<file path="src/hw/rtl/hre_pkg.sv">
// Shared types and constants for the heartbeat role election block.
package hre_pkg;

  localparam int unsigned CntW       = 16;
  localparam int unsigned PaddrW     = 5;
  localparam int unsigned PdataW     = 32;
  localparam int unsigned ByteCountW = 11;

  localparam logic [31:0]       TagValueRst    = 32'hFFEE_00EF;
  localparam logic [CntW-1:0]   StaleLimitRst  = 16'd500;
  localparam logic [CntW-1:0]   RxWindowRst    = 16'd500;
  localparam logic [CntW-1:0]   BeatPeriodRst  = 16'd250;
  localparam logic [ByteCountW-1:0] MinTaggedBytes = 11'd8;

  typedef enum logic [1:0] {
    RoleSecondary = 2'd0,
    RoleRaise     = 2'd1,
    RolePrimary   = 2'd2
  } role_e;

  typedef enum logic [0:0] {
    KindTick   = 1'b0,
    KindPacket = 1'b1
  } kind_e;

  typedef enum logic [2:0] {
    RegTagValue   = 3'd0,
    RegOwnNodeId  = 3'd1,
    RegOwnInst    = 3'd2,
    RegStaleLimit = 3'd3,
    RegRxWindow   = 3'd4,
    RegBeatPeriod = 3'd5
  } reg_idx_e;

  typedef struct packed {
    logic [0:0]            kind;
    logic [ByteCountW-1:0] byte_count;
    logic [31:0]           packet_tag;
    logic signed [15:0]    sender_id;
    logic signed [15:0]    sender_instance;
  } in_word_t;

  typedef struct packed {
    logic [1:0] role;
    logic       send_beat;
    logic       role_changed;
  } out_word_t;

  typedef struct packed {
    logic [31:0]        tag_value;
    logic signed [15:0] own_node_id;
    logic signed [15:0] own_instance;
    logic [CntW-1:0]    stale_limit_ms;
    logic [CntW-1:0]    receive_window_ms;
    logic [CntW-1:0]    beat_period_ms;
  } cfg_t;

  // Count up by one, hold at full scale.
  function automatic logic [CntW-1:0] sat_inc(input logic [CntW-1:0] v);
    return (v == {CntW{1'b1}}) ? v : v + {{(CntW-1){1'b0}}, 1'b1};
  endfunction

  // Secondary goes to raise hand; anything else drops to secondary.
  function automatic role_e toggle_role(input role_e r);
    return (r == RoleSecondary) ? RoleRaise : RoleSecondary;
  endfunction

endpackage

</file>
<file path="src/hw/rtl/hre_cfg.sv">
// APB-style register file holding the election settings.
module hre_cfg import hre_pkg::*; (
  input  logic              clk_i,
  input  logic              rst_ni,
  input  logic              psel,
  input  logic              penable,
  input  logic              pwrite,
  input  logic [PaddrW-1:0] paddr,
  input  logic [PdataW-1:0] pwdata,
  output logic [PdataW-1:0] prdata,
  output logic              pready,
  output cfg_t              cfg_o
);

  cfg_t     cfg_q;
  logic     wr_en;
  reg_idx_e idx;

  assign pready = 1'b1;
  assign wr_en  = psel & penable & pwrite;
  assign idx    = reg_idx_e'(paddr[PaddrW-1:2]);
  assign cfg_o  = cfg_q;

  always_ff @(posedge clk_i or negedge rst_ni) begin
    if (!rst_ni) begin
      cfg_q.tag_value         <= TagValueRst;
      cfg_q.own_node_id       <= '0;
      cfg_q.own_instance      <= '0;
      cfg_q.stale_limit_ms    <= StaleLimitRst;
      cfg_q.receive_window_ms <= RxWindowRst;
      cfg_q.beat_period_ms    <= BeatPeriodRst;
    end else if (wr_en) begin
      unique case (idx)
        RegTagValue:   cfg_q.tag_value         <= pwdata;
        RegOwnNodeId:  cfg_q.own_node_id       <= pwdata[15:0];
        RegOwnInst:    cfg_q.own_instance      <= pwdata[15:0];
        RegStaleLimit: cfg_q.stale_limit_ms    <= pwdata[CntW-1:0];
        RegRxWindow:   cfg_q.receive_window_ms <= pwdata[CntW-1:0];
        RegBeatPeriod: cfg_q.beat_period_ms    <= pwdata[CntW-1:0];
        default: ;
      endcase
    end
  end

  always_comb begin
    unique case (idx)
      RegTagValue:   prdata = cfg_q.tag_value;
      RegOwnNodeId:  prdata = {16'd0, cfg_q.own_node_id};
      RegOwnInst:    prdata = {16'd0, cfg_q.own_instance};
      RegStaleLimit: prdata = {{(PdataW-CntW){1'b0}}, cfg_q.stale_limit_ms};
      RegRxWindow:   prdata = {{(PdataW-CntW){1'b0}}, cfg_q.receive_window_ms};
      RegBeatPeriod: prdata = {{(PdataW-CntW){1'b0}}, cfg_q.beat_period_ms};
      default:       prdata = '0;
    endcase
  end

endmodule

</file>
<file path="src/hw/rtl/hre_core.sv">
// Role and counter state with the combinational update for one word.
module hre_core import hre_pkg::*; (
  input  logic      clk_i,
  input  logic      rst_ni,
  input  logic      en_i,
  input  in_word_t  item_i,
  input  cfg_t      cfg_i,
  output out_word_t result_o
);

  role_e           role_q, role_d;
  logic [CntW-1:0] since_q, since_d;
  logic [CntW-1:0] silence_q, silence_d;
  logic [CntW-1:0] beat_q, beat_d;
  logic            send_beat;
  logic            tag_hit, from_self;
  logic [CntW-1:0] win, per;

  assign win = (cfg_i.receive_window_ms == '0) ? {{(CntW-1){1'b0}}, 1'b1}
                                               : cfg_i.receive_window_ms;
  assign per = (cfg_i.beat_period_ms == '0) ? {{(CntW-1){1'b0}}, 1'b1}
                                            : cfg_i.beat_period_ms;
  assign tag_hit   = (item_i.byte_count >= MinTaggedBytes) &&
                     (item_i.packet_tag == cfg_i.tag_value);
  assign from_self = (item_i.sender_id == cfg_i.own_node_id) &&
                     (item_i.sender_instance == cfg_i.own_instance);

  always_comb begin
    role_d    = role_q;
    since_d   = since_q;
    silence_d = silence_q;
    beat_d    = beat_q;
    send_beat = 1'b0;
    if (kind_e'(item_i.kind) == KindTick) begin
      since_d   = sat_inc(since_q);
      silence_d = sat_inc(silence_q);
      if (silence_d >= win) begin
        role_d    = toggle_role(role_q);
        silence_d = '0;
      end
      beat_d = sat_inc(beat_q);
      if (beat_d >= per) begin
        beat_d    = '0;
        send_beat = (role_d != RoleSecondary);
      end
    end else begin
      silence_d = '0;
      if (item_i.byte_count >= MinTaggedBytes) begin
        if (tag_hit) begin
          if (!from_self) begin
            role_d = RoleSecondary;
          end else if (role_q == RoleRaise) begin
            role_d = RolePrimary;
          end
          since_d = '0;
        end
      end else if (since_q >= cfg_i.stale_limit_ms) begin
        role_d = toggle_role(role_q);
      end
    end
  end

  always_ff @(posedge clk_i or negedge rst_ni) begin
    if (!rst_ni) begin
      role_q    <= RoleSecondary;
      since_q   <= '0;
      silence_q <= '0;
      beat_q    <= '0;
    end else if (en_i) begin
      role_q    <= role_d;
      since_q   <= since_d;
      silence_q <= silence_d;
      beat_q    <= beat_d;
    end
  end

  assign result_o.role         = role_d;
  assign result_o.send_beat    = send_beat;
  assign result_o.role_changed = (role_d != role_q);

`ifndef NO_ASSERTIONS
  a_packet_clears_silence: assert property (@(posedge clk_i) disable iff (!rst_ni)
    en_i && (item_i.kind == KindPacket) |=> silence_q == '0)
    else $error("packet did not restart the silence counter");

  a_tagged_clears_since: assert property (@(posedge clk_i) disable iff (!rst_ni)
    en_i && (item_i.kind == KindPacket) && tag_hit |=> since_q == '0)
    else $error("tagged packet did not restart the staleness counter");

  a_no_beat_on_packet: assert property (@(posedge clk_i) disable iff (!rst_ni)
    (item_i.kind == KindPacket) |-> !result_o.send_beat)
    else $error("heartbeat requested on a packet word");

  a_idle_holds_role: assert property (@(posedge clk_i) disable iff (!rst_ni)
    !en_i |=> $stable(role_q) && $stable(beat_q))
    else $error("state moved without a word");
`endif

endmodule

</file>
<file path="src/hw/rtl/heartbeat_role_election_top.sv">
// Top level of the heartbeat role election block: input and result registers.
//
//   channel   direction  handshake                  payload
//   in        to block   in_valid_i / in_ready_o    in_word_i  (in_word_t)
//   out       from block out_valid_o / out_ready_i  out_word_o (out_word_t)
//   config    to block   psel/penable/pwrite/pready paddr, pwdata, prdata
//
// One word per cycle while the result side is not stalled; a result is offered
// once its word has passed the input register and then the result register.
// The role update is one pass of logic between the two registers.
// Reset clears the role to secondary and all three counters to zero.
// A stalled result holds in the result register; the input register keeps
// taking words until it too is full, then in_ready_o drops.
module heartbeat_role_election_top import hre_pkg::*; (
  input  logic              clk_i,
  input  logic              rst_ni,
  input  logic              in_valid_i,
  output logic              in_ready_o,
  input  in_word_t          in_word_i,
  output logic              out_valid_o,
  input  logic              out_ready_i,
  output out_word_t         out_word_o,
  input  logic              psel,
  input  logic              penable,
  input  logic              pwrite,
  input  logic [PaddrW-1:0] paddr,
  input  logic [PdataW-1:0] pwdata,
  output logic [PdataW-1:0] prdata,
  output logic              pready
);

  in_word_t  in_q;
  logic      in_valid_q;
  out_word_t out_q;
  logic      out_valid_q;
  out_word_t result;
  cfg_t      cfg;
  logic      advance;

  // Move the held word on whenever the result register is free or draining.
  assign advance    = in_valid_q & (~out_valid_q | out_ready_i);
  assign in_ready_o = ~in_valid_q | advance;

  hre_cfg u_cfg (
    .clk_i   (clk_i),
    .rst_ni  (rst_ni),
    .psel    (psel),
    .penable (penable),
    .pwrite  (pwrite),
    .paddr   (paddr),
    .pwdata  (pwdata),
    .prdata  (prdata),
    .pready  (pready),
    .cfg_o   (cfg)
  );

  hre_core u_core (
    .clk_i    (clk_i),
    .rst_ni   (rst_ni),
    .en_i     (advance),
    .item_i   (in_q),
    .cfg_i    (cfg),
    .result_o (result)
  );

  // Input register: hold until the core takes the word.
  always_ff @(posedge clk_i or negedge rst_ni) begin
    if (!rst_ni) begin
      in_valid_q <= 1'b0;
    end else if (in_ready_o) begin
      in_valid_q <= in_valid_i;
    end
  end

  always_ff @(posedge clk_i) begin
    if (in_valid_i && in_ready_o) begin
      in_q <= in_word_i;
    end
  end

  // Result register: load on advance, drop once taken.
  always_ff @(posedge clk_i or negedge rst_ni) begin
    if (!rst_ni) begin
      out_valid_q <= 1'b0;
    end else if (advance) begin
      out_valid_q <= 1'b1;
    end else if (out_ready_i) begin
      out_valid_q <= 1'b0;
    end
  end

  always_ff @(posedge clk_i) begin
    if (advance) begin
      out_q <= result;
    end
  end

  assign out_valid_o = out_valid_q;
  assign out_word_o  = out_q;

endmodule

</file>
<file path="config.mk">
export PLATFORM = sky130hd
export DESIGN_NAME = heartbeat_role_election_top
export DESIGN_NICKNAME = d
export VERILOG_FILES = /design/src/hw/rtl/hre_pkg.sv /design/src/hw/rtl/hre_cfg.sv /design/src/hw/rtl/hre_core.sv /design/src/hw/rtl/heartbeat_role_election_top.sv
export SDC_FILE = /design/constraint.sdc
export NUM_CORES = 1
export LEC_CHECK = 0
export BUFFER_PORTS_ARGS = -buffer_cell sky130_fd_sc_hd__buf_4
export CAP_MARGIN = 20
export CELL_PAD_IN_SITES_DETAIL_PLACEMENT = 1
export CELL_PAD_IN_SITES_GLOBAL_PLACEMENT = 1
export CORE_ASPECT_RATIO = 0.9
export CORE_MARGIN = 2
export CORE_UTILIZATION = 36
export CTS_CLUSTER_DIAMETER = 40
export DETAILED_ROUTE_END_ITERATION = 16
export PLACE_DENSITY_LB_ADDON = 0.3
export SLEW_MARGIN = 20
export SYNTH_ARGS = -nofsm -noshare
export SYNTH_HDL_FRONTEND = slang
export SYNTH_HIERARCHICAL = 1
export SYNTH_SLANG_ARGS = --single-unit
</file>
<file path="constraint.sdc">
create_clock -name clk_i -period 9 [get_ports clk_i]
set_input_delay 2.25 -clock clk_i [delete_from_list [all_inputs] [get_ports clk_i]]
set_output_delay 2.25 -clock clk_i [all_outputs]
set_load 0.01 [all_outputs]
</file>
# [Word-level counts from Yosys, hierarchy flattened]
# Cells that the tools add are included.
[op_classes] add_sub_neg=3 n_lt_le_gt_ge=4 eq_ne=16 mux=23 bitwise_logic=9 reduce_logical=18
[ops] cell="32-bit one-hot mux with 6 select lines" count=1
[ops] cell="16-bit two-way mux" count=11
[ops] cell="16-bit by 1-bit adder with 16-bit output, second input constant" count=3
[ops] cell="16-bit == test, second input constant" count=3
[ops] cell="16-bit greater-or-equal comparator" count=3
[ops] cell="16-bit == test" count=2
[ops] cell="32-bit == test" count=1
[ops] cell="16-bit logical NOT" count=2
[ops] cell="2-bit two-way mux" count=8
[ops] cell="2-bit AND reduction" count=7
[ops] cell="11-bit by 4-bit greater-or-equal comparator with 1-bit output, second input constant" count=1
[ops] cell="3-bit by 2-bit == test with 1-bit output, second input constant" count=2
[ops] cell="3-bit == test, second input constant" count=2
[ops] cell="2-bit by 1-bit != test with 1-bit output, second input constant" count=2
[ops] cell="1-bit NOT" count=4
[ops] cell="4-bit AND reduction" count=1
[ops] cell="2-bit nonzero test" count=2
[ops] cell="1-bit AND" count=3
[ops] cell="3-bit by 1-bit == test with 1-bit output, second input constant" count=1
[ops] cell="1-bit logical AND" count=3
[ops] cell="3-bit logical NOT" count=1
[ops] cell="1-bit two-way mux" count=3
[ops] cell="2-bit by 1-bit == test with 1-bit output, second input constant" count=1
[ops] cell="2-bit logical NOT" count=1
[ops] cell="4 further kinds" count=5
[word_totals] regBits=244 out_inout_bits=39 wordCells=93

# [Longest topological paths before layout]
[logic_depth] word_depth=7 depth_mapped=18 depth_no_buf=16

# [Hierarchy]
# The synthesis kept the hierarchy.
[modules_own_cells] module="hre_cfg" instances=1 cells_each=375 area_per_inst_um2=5277.6 seq_area_each_um2=2851.5
[modules_own_cells] module="hre_core" instances=1 cells_each=631 area_per_inst_um2=5111.2 seq_area_each_um2=1251.2
[modules_own_cells] module="heartbeat_role_election_top" instances=1 cells_each=88 area_per_inst_um2=2506.2 seq_area_each_um2=2452.4

# [Least setup slack after synthesis]
# OpenSTA, ideal clock, no wires.
[synth_path] path_kind="in2out" start="in paddr[3]" end="out prdata[10]" t_arrival_ps=3302 setup_slack_ps=3448 cell_stages=5 n_path_buf=2 cell_sequence="buf_4 buf_2 mux2_2 a221oi_1 a31oi_1"
[synth_between] elab_chain_len=2 elab_cells_between_ends=7 cone_classes="eq/ne: 5; mux: 1; reduce/logical: 1"
[synth_rtl] item="start: declaration" line_no="heartbeat_role_election_top.sv:26" text="input logic [PaddrW-1:0] paddr,"
[synth_rtl] item="3-bit == test, or another cell as far along" line_no="hre_cfg.sv:46" text="unique case (idx)"
[synth_rtl] item="32-bit one-hot mux with 6 select lines *" line_no="hre_cfg.sv:46"
[synth_rtl] item="end: declaration" line_no="heartbeat_role_election_top.sv:28" text="output logic [PdataW-1:0] prdata,"
# Mark *: on every way between the ends. The rest lies on a longest branch, timed or not.

# [Worst setup path in the final report]
[layout_path] start="in paddr[3]" end="out prdata[4]"
# The elaborated chain is that of the path after synthesis.

==> out/metrics.csv <==
stage;metric;value;unit
critical_path;crit_fanout;28;
layout;nNetsFinal;1426;
global_routing;grt_pass1_vias;10000;
floorplan;fp.dieW;203;um
placement;dpl.cell_count;1677;
floorplan;boundaryPins;159;
floorplan;dieHeight;183;um
power_and_ir_drop;p_int;2.78;mW
clocking;clock_path_buffers;3;
hold_path;hp-class;reg2reg;
floorplan;core_area;0.0351;mm^2
placement;port_buffers;152;
logic_synthesis;avgSynthCellArea;11.7;um^2
power_and_ir_drop;sw_frac_of_total;0.282;
detailed_routing;dr.pass1.iters;5;
global_routing;grt_max_degree;97;
flow_run;max_cap_viol_count;0;
timing;fmax;0.157;GHz
detailed_routing;dr.first_iter.drc_count;426;
floorplan;dieArea;0.0371;mm^2
outcome;outcome;finished clean;
logic_synthesis;syn_nets;1262;
timing;rsz0062_at_grt;no;
layout;diodes;0;
timing;tightest_slew;1.02;ns
timing;final-hold-violation-count;0;
detailed_routing;drt-vias-per-instance;5.21;
clocking;cts_made_buffers;45;
layout;seqCellArea;0.00646;mm^2
detailed_routing;drt.antenna.violating_nets;0;
critical_path;cp-start-kind;primary input;
clocking;clk_pin_slew;0.04;ns
timing;finClkSkew;0.0311;ns
layout;area_growth;24.4;%
logic_synthesis;netlist_area;0.0128;mm^2
placement;gp_congestion;0.848;
global_routing;grt_pass1_wl;58400;um
timing;slew-limit-headroom;0.316;
timing;maxSlewViolCount;0;
global_routing;antenna_found_initial;0;
timing;finalCritPeriodShare;0.707;
detailed_routing;drt_wl_total;37400;um
timing;worst_slack;2.63;ns
clocking;clkSinkCount;241;
detailed_routing;wl_per_cell;21.2;um
layout;nFillCells;3682;
floorplan;start_util;0.365;
critical_path;cp.arrival;4.12;ns
power_and_ir_drop;pwr-share-clk;0.453;
global_routing;grt_usage;0.205;
power_and_ir_drop;leakage;6.89;nW
timing;period_minus_slack;6.37;ns
clocking;postCtsSetupRepairBufs;0;
power_and_ir_drop;p_sw;1.09;mW
timing;finalSetupViolations;0;
power_and_ir_drop;ir_drop;0.000167;V
clocking;clkLatencyLatePin;0.55;ns
floorplan;rows;65;
placement;dp_slack;2.60;ns
layout;layout.cells.non_filler;1761;
clocking;h-tree-depth;2;
power_and_ir_drop;p_seq_frac;0.383;
logic_synthesis;yosys_warnings;6;
global_routing;grt_overflow;0;
clocking;cts_tree;yes;
power_and_ir_drop;power_frac_comb;0.164;
layout;multi_input_area;0.00584;mm^2
timing;tns;0;ns
critical_path;worstSetupPathType;in2out;
layout;final_layout_size_suffix_gt1_frac;0.337;
critical_path;end_kind;output pin;
detailed_routing;drc;0;
critical_path;crit_required;6.75;ns
placement;dp_hpwl;27000;um
logic_synthesis;synthCells;1091;
power_and_ir_drop;power_density;243;mW/mm^2
clocking;root_buffer;clkbuf_16;
clocking;postCtsResizedCells;0;
clocking;cts_hold_buf;0;
detailed_routing;via_count;9183;
-- metrics by stage --
step	cell area [um^2]	hold slack [ns]	util	power, mW
after global placement	14300	0.517	0.409	2.11
after detailed placement	14300	0.525	0.409	2.14
after floorplan	12800	0.492	-	1.86
after CTS	15900	0.534	0.455	3.92
after global routing	15900	0.550	0.455	4.06
final	15900	0.532	0.455	3.88
-- sequential cells by signal, summed over array words and instances (netlist names) --
name,count
u_core/silence_q,16
in_valid_q,1
u_core/beat_q,16
in_q,73
out_valid_o,1
out_word_o,4
u_core/role_q,2
u_core/since_q,16
u_cfg/cfg_o,112
-- metal layers --
metal | part of all wire | global-route usage | vias up | wire length (um)
met4 | 0.029 | 0.0736 | 0 | 1090
li1 | - | - | 4303 | -
met3 | 0.046 | 0.0370 | 62 | 1730
met2 | 0.47 | 0.331 | 228 | 17500
met1 | 0.46 | 0.277 | 4590 | 17100
met5 | 0 | 0 | - | 0
-- power by group through the flow --
stage               clock (mW)  sequential (mW)  combinational, mW
finish                    1.76             1.48              0.637
global route              1.84             1.51              0.713
floorplan                    0             1.43              0.428
CTS                       1.79             1.48              0.646
detailed placement           0             1.50              0.638
global placement             0             1.49              0.613
-- layout by cell type, fill, tap and decap left out, drive strengths merged, types with 12 or more instances in the layout --
master  instances
a21o           15
a21oi          23
a31oi          12
and2           19
buf           159
clkbuf         54
clkinv         16
dfrtp         125
dfstp          39
edfxtp         77
ha             51
inv            71
mux2          138
mux2i          15
nand2          70
nand2b         16
nand3          29
nand4          21
nor2           44
nor2b          13
nor3           16
nor4           28
o21ai          36
xnor2          44
xor2           52
-- area by class of cell --
type                    count  area share
inverters                  67      0.0158
multi-input cells         741       0.367
clock inverters            30      0.0225
repair buffers            159      0.0752
well taps                 469      0.0368
clock buffers              54      0.0773
flip-flops and latches    241       0.406
-- worst paths after layout --
kind | start | to | slack (ns) | cells after the start
setup / recovery | paddr[3] | prdata[4] | 2.63 | 5
hold / removal | u_core/beat_q[6]$_DFFE_PN0P_ | u_core/beat_q[6]$_DFFE_PN0P_ | 0.53 | 2
setup reg to reg | u_core/silence_q[4]$_DFFE_PN0P_ | out_word_o[0]$_DFFE_PP_ | 4.22 | 13
hold reg to reg | u_core/beat_q[6]$_DFFE_PN0P_ | u_core/beat_q[6]$_DFFE_PN0P_ | 0.53 | 2
max in group asynchronous | rst_ni | u_cfg/cfg_o[69]$_DFFE_PN0P_ | 5.76 | 2
min in group asynchronous | rst_ni | in_valid_q$_DFFE_PN0P_ | 1.75 | 1
-- critical path: stages --
cell      delay, ns
buf_4          0.24
nor2b_1        0.83
a221oi_1       0.23
a31oi_1        0.36
buf_4          0.20
Note: power is estimated with default switching activity, not from simulation.
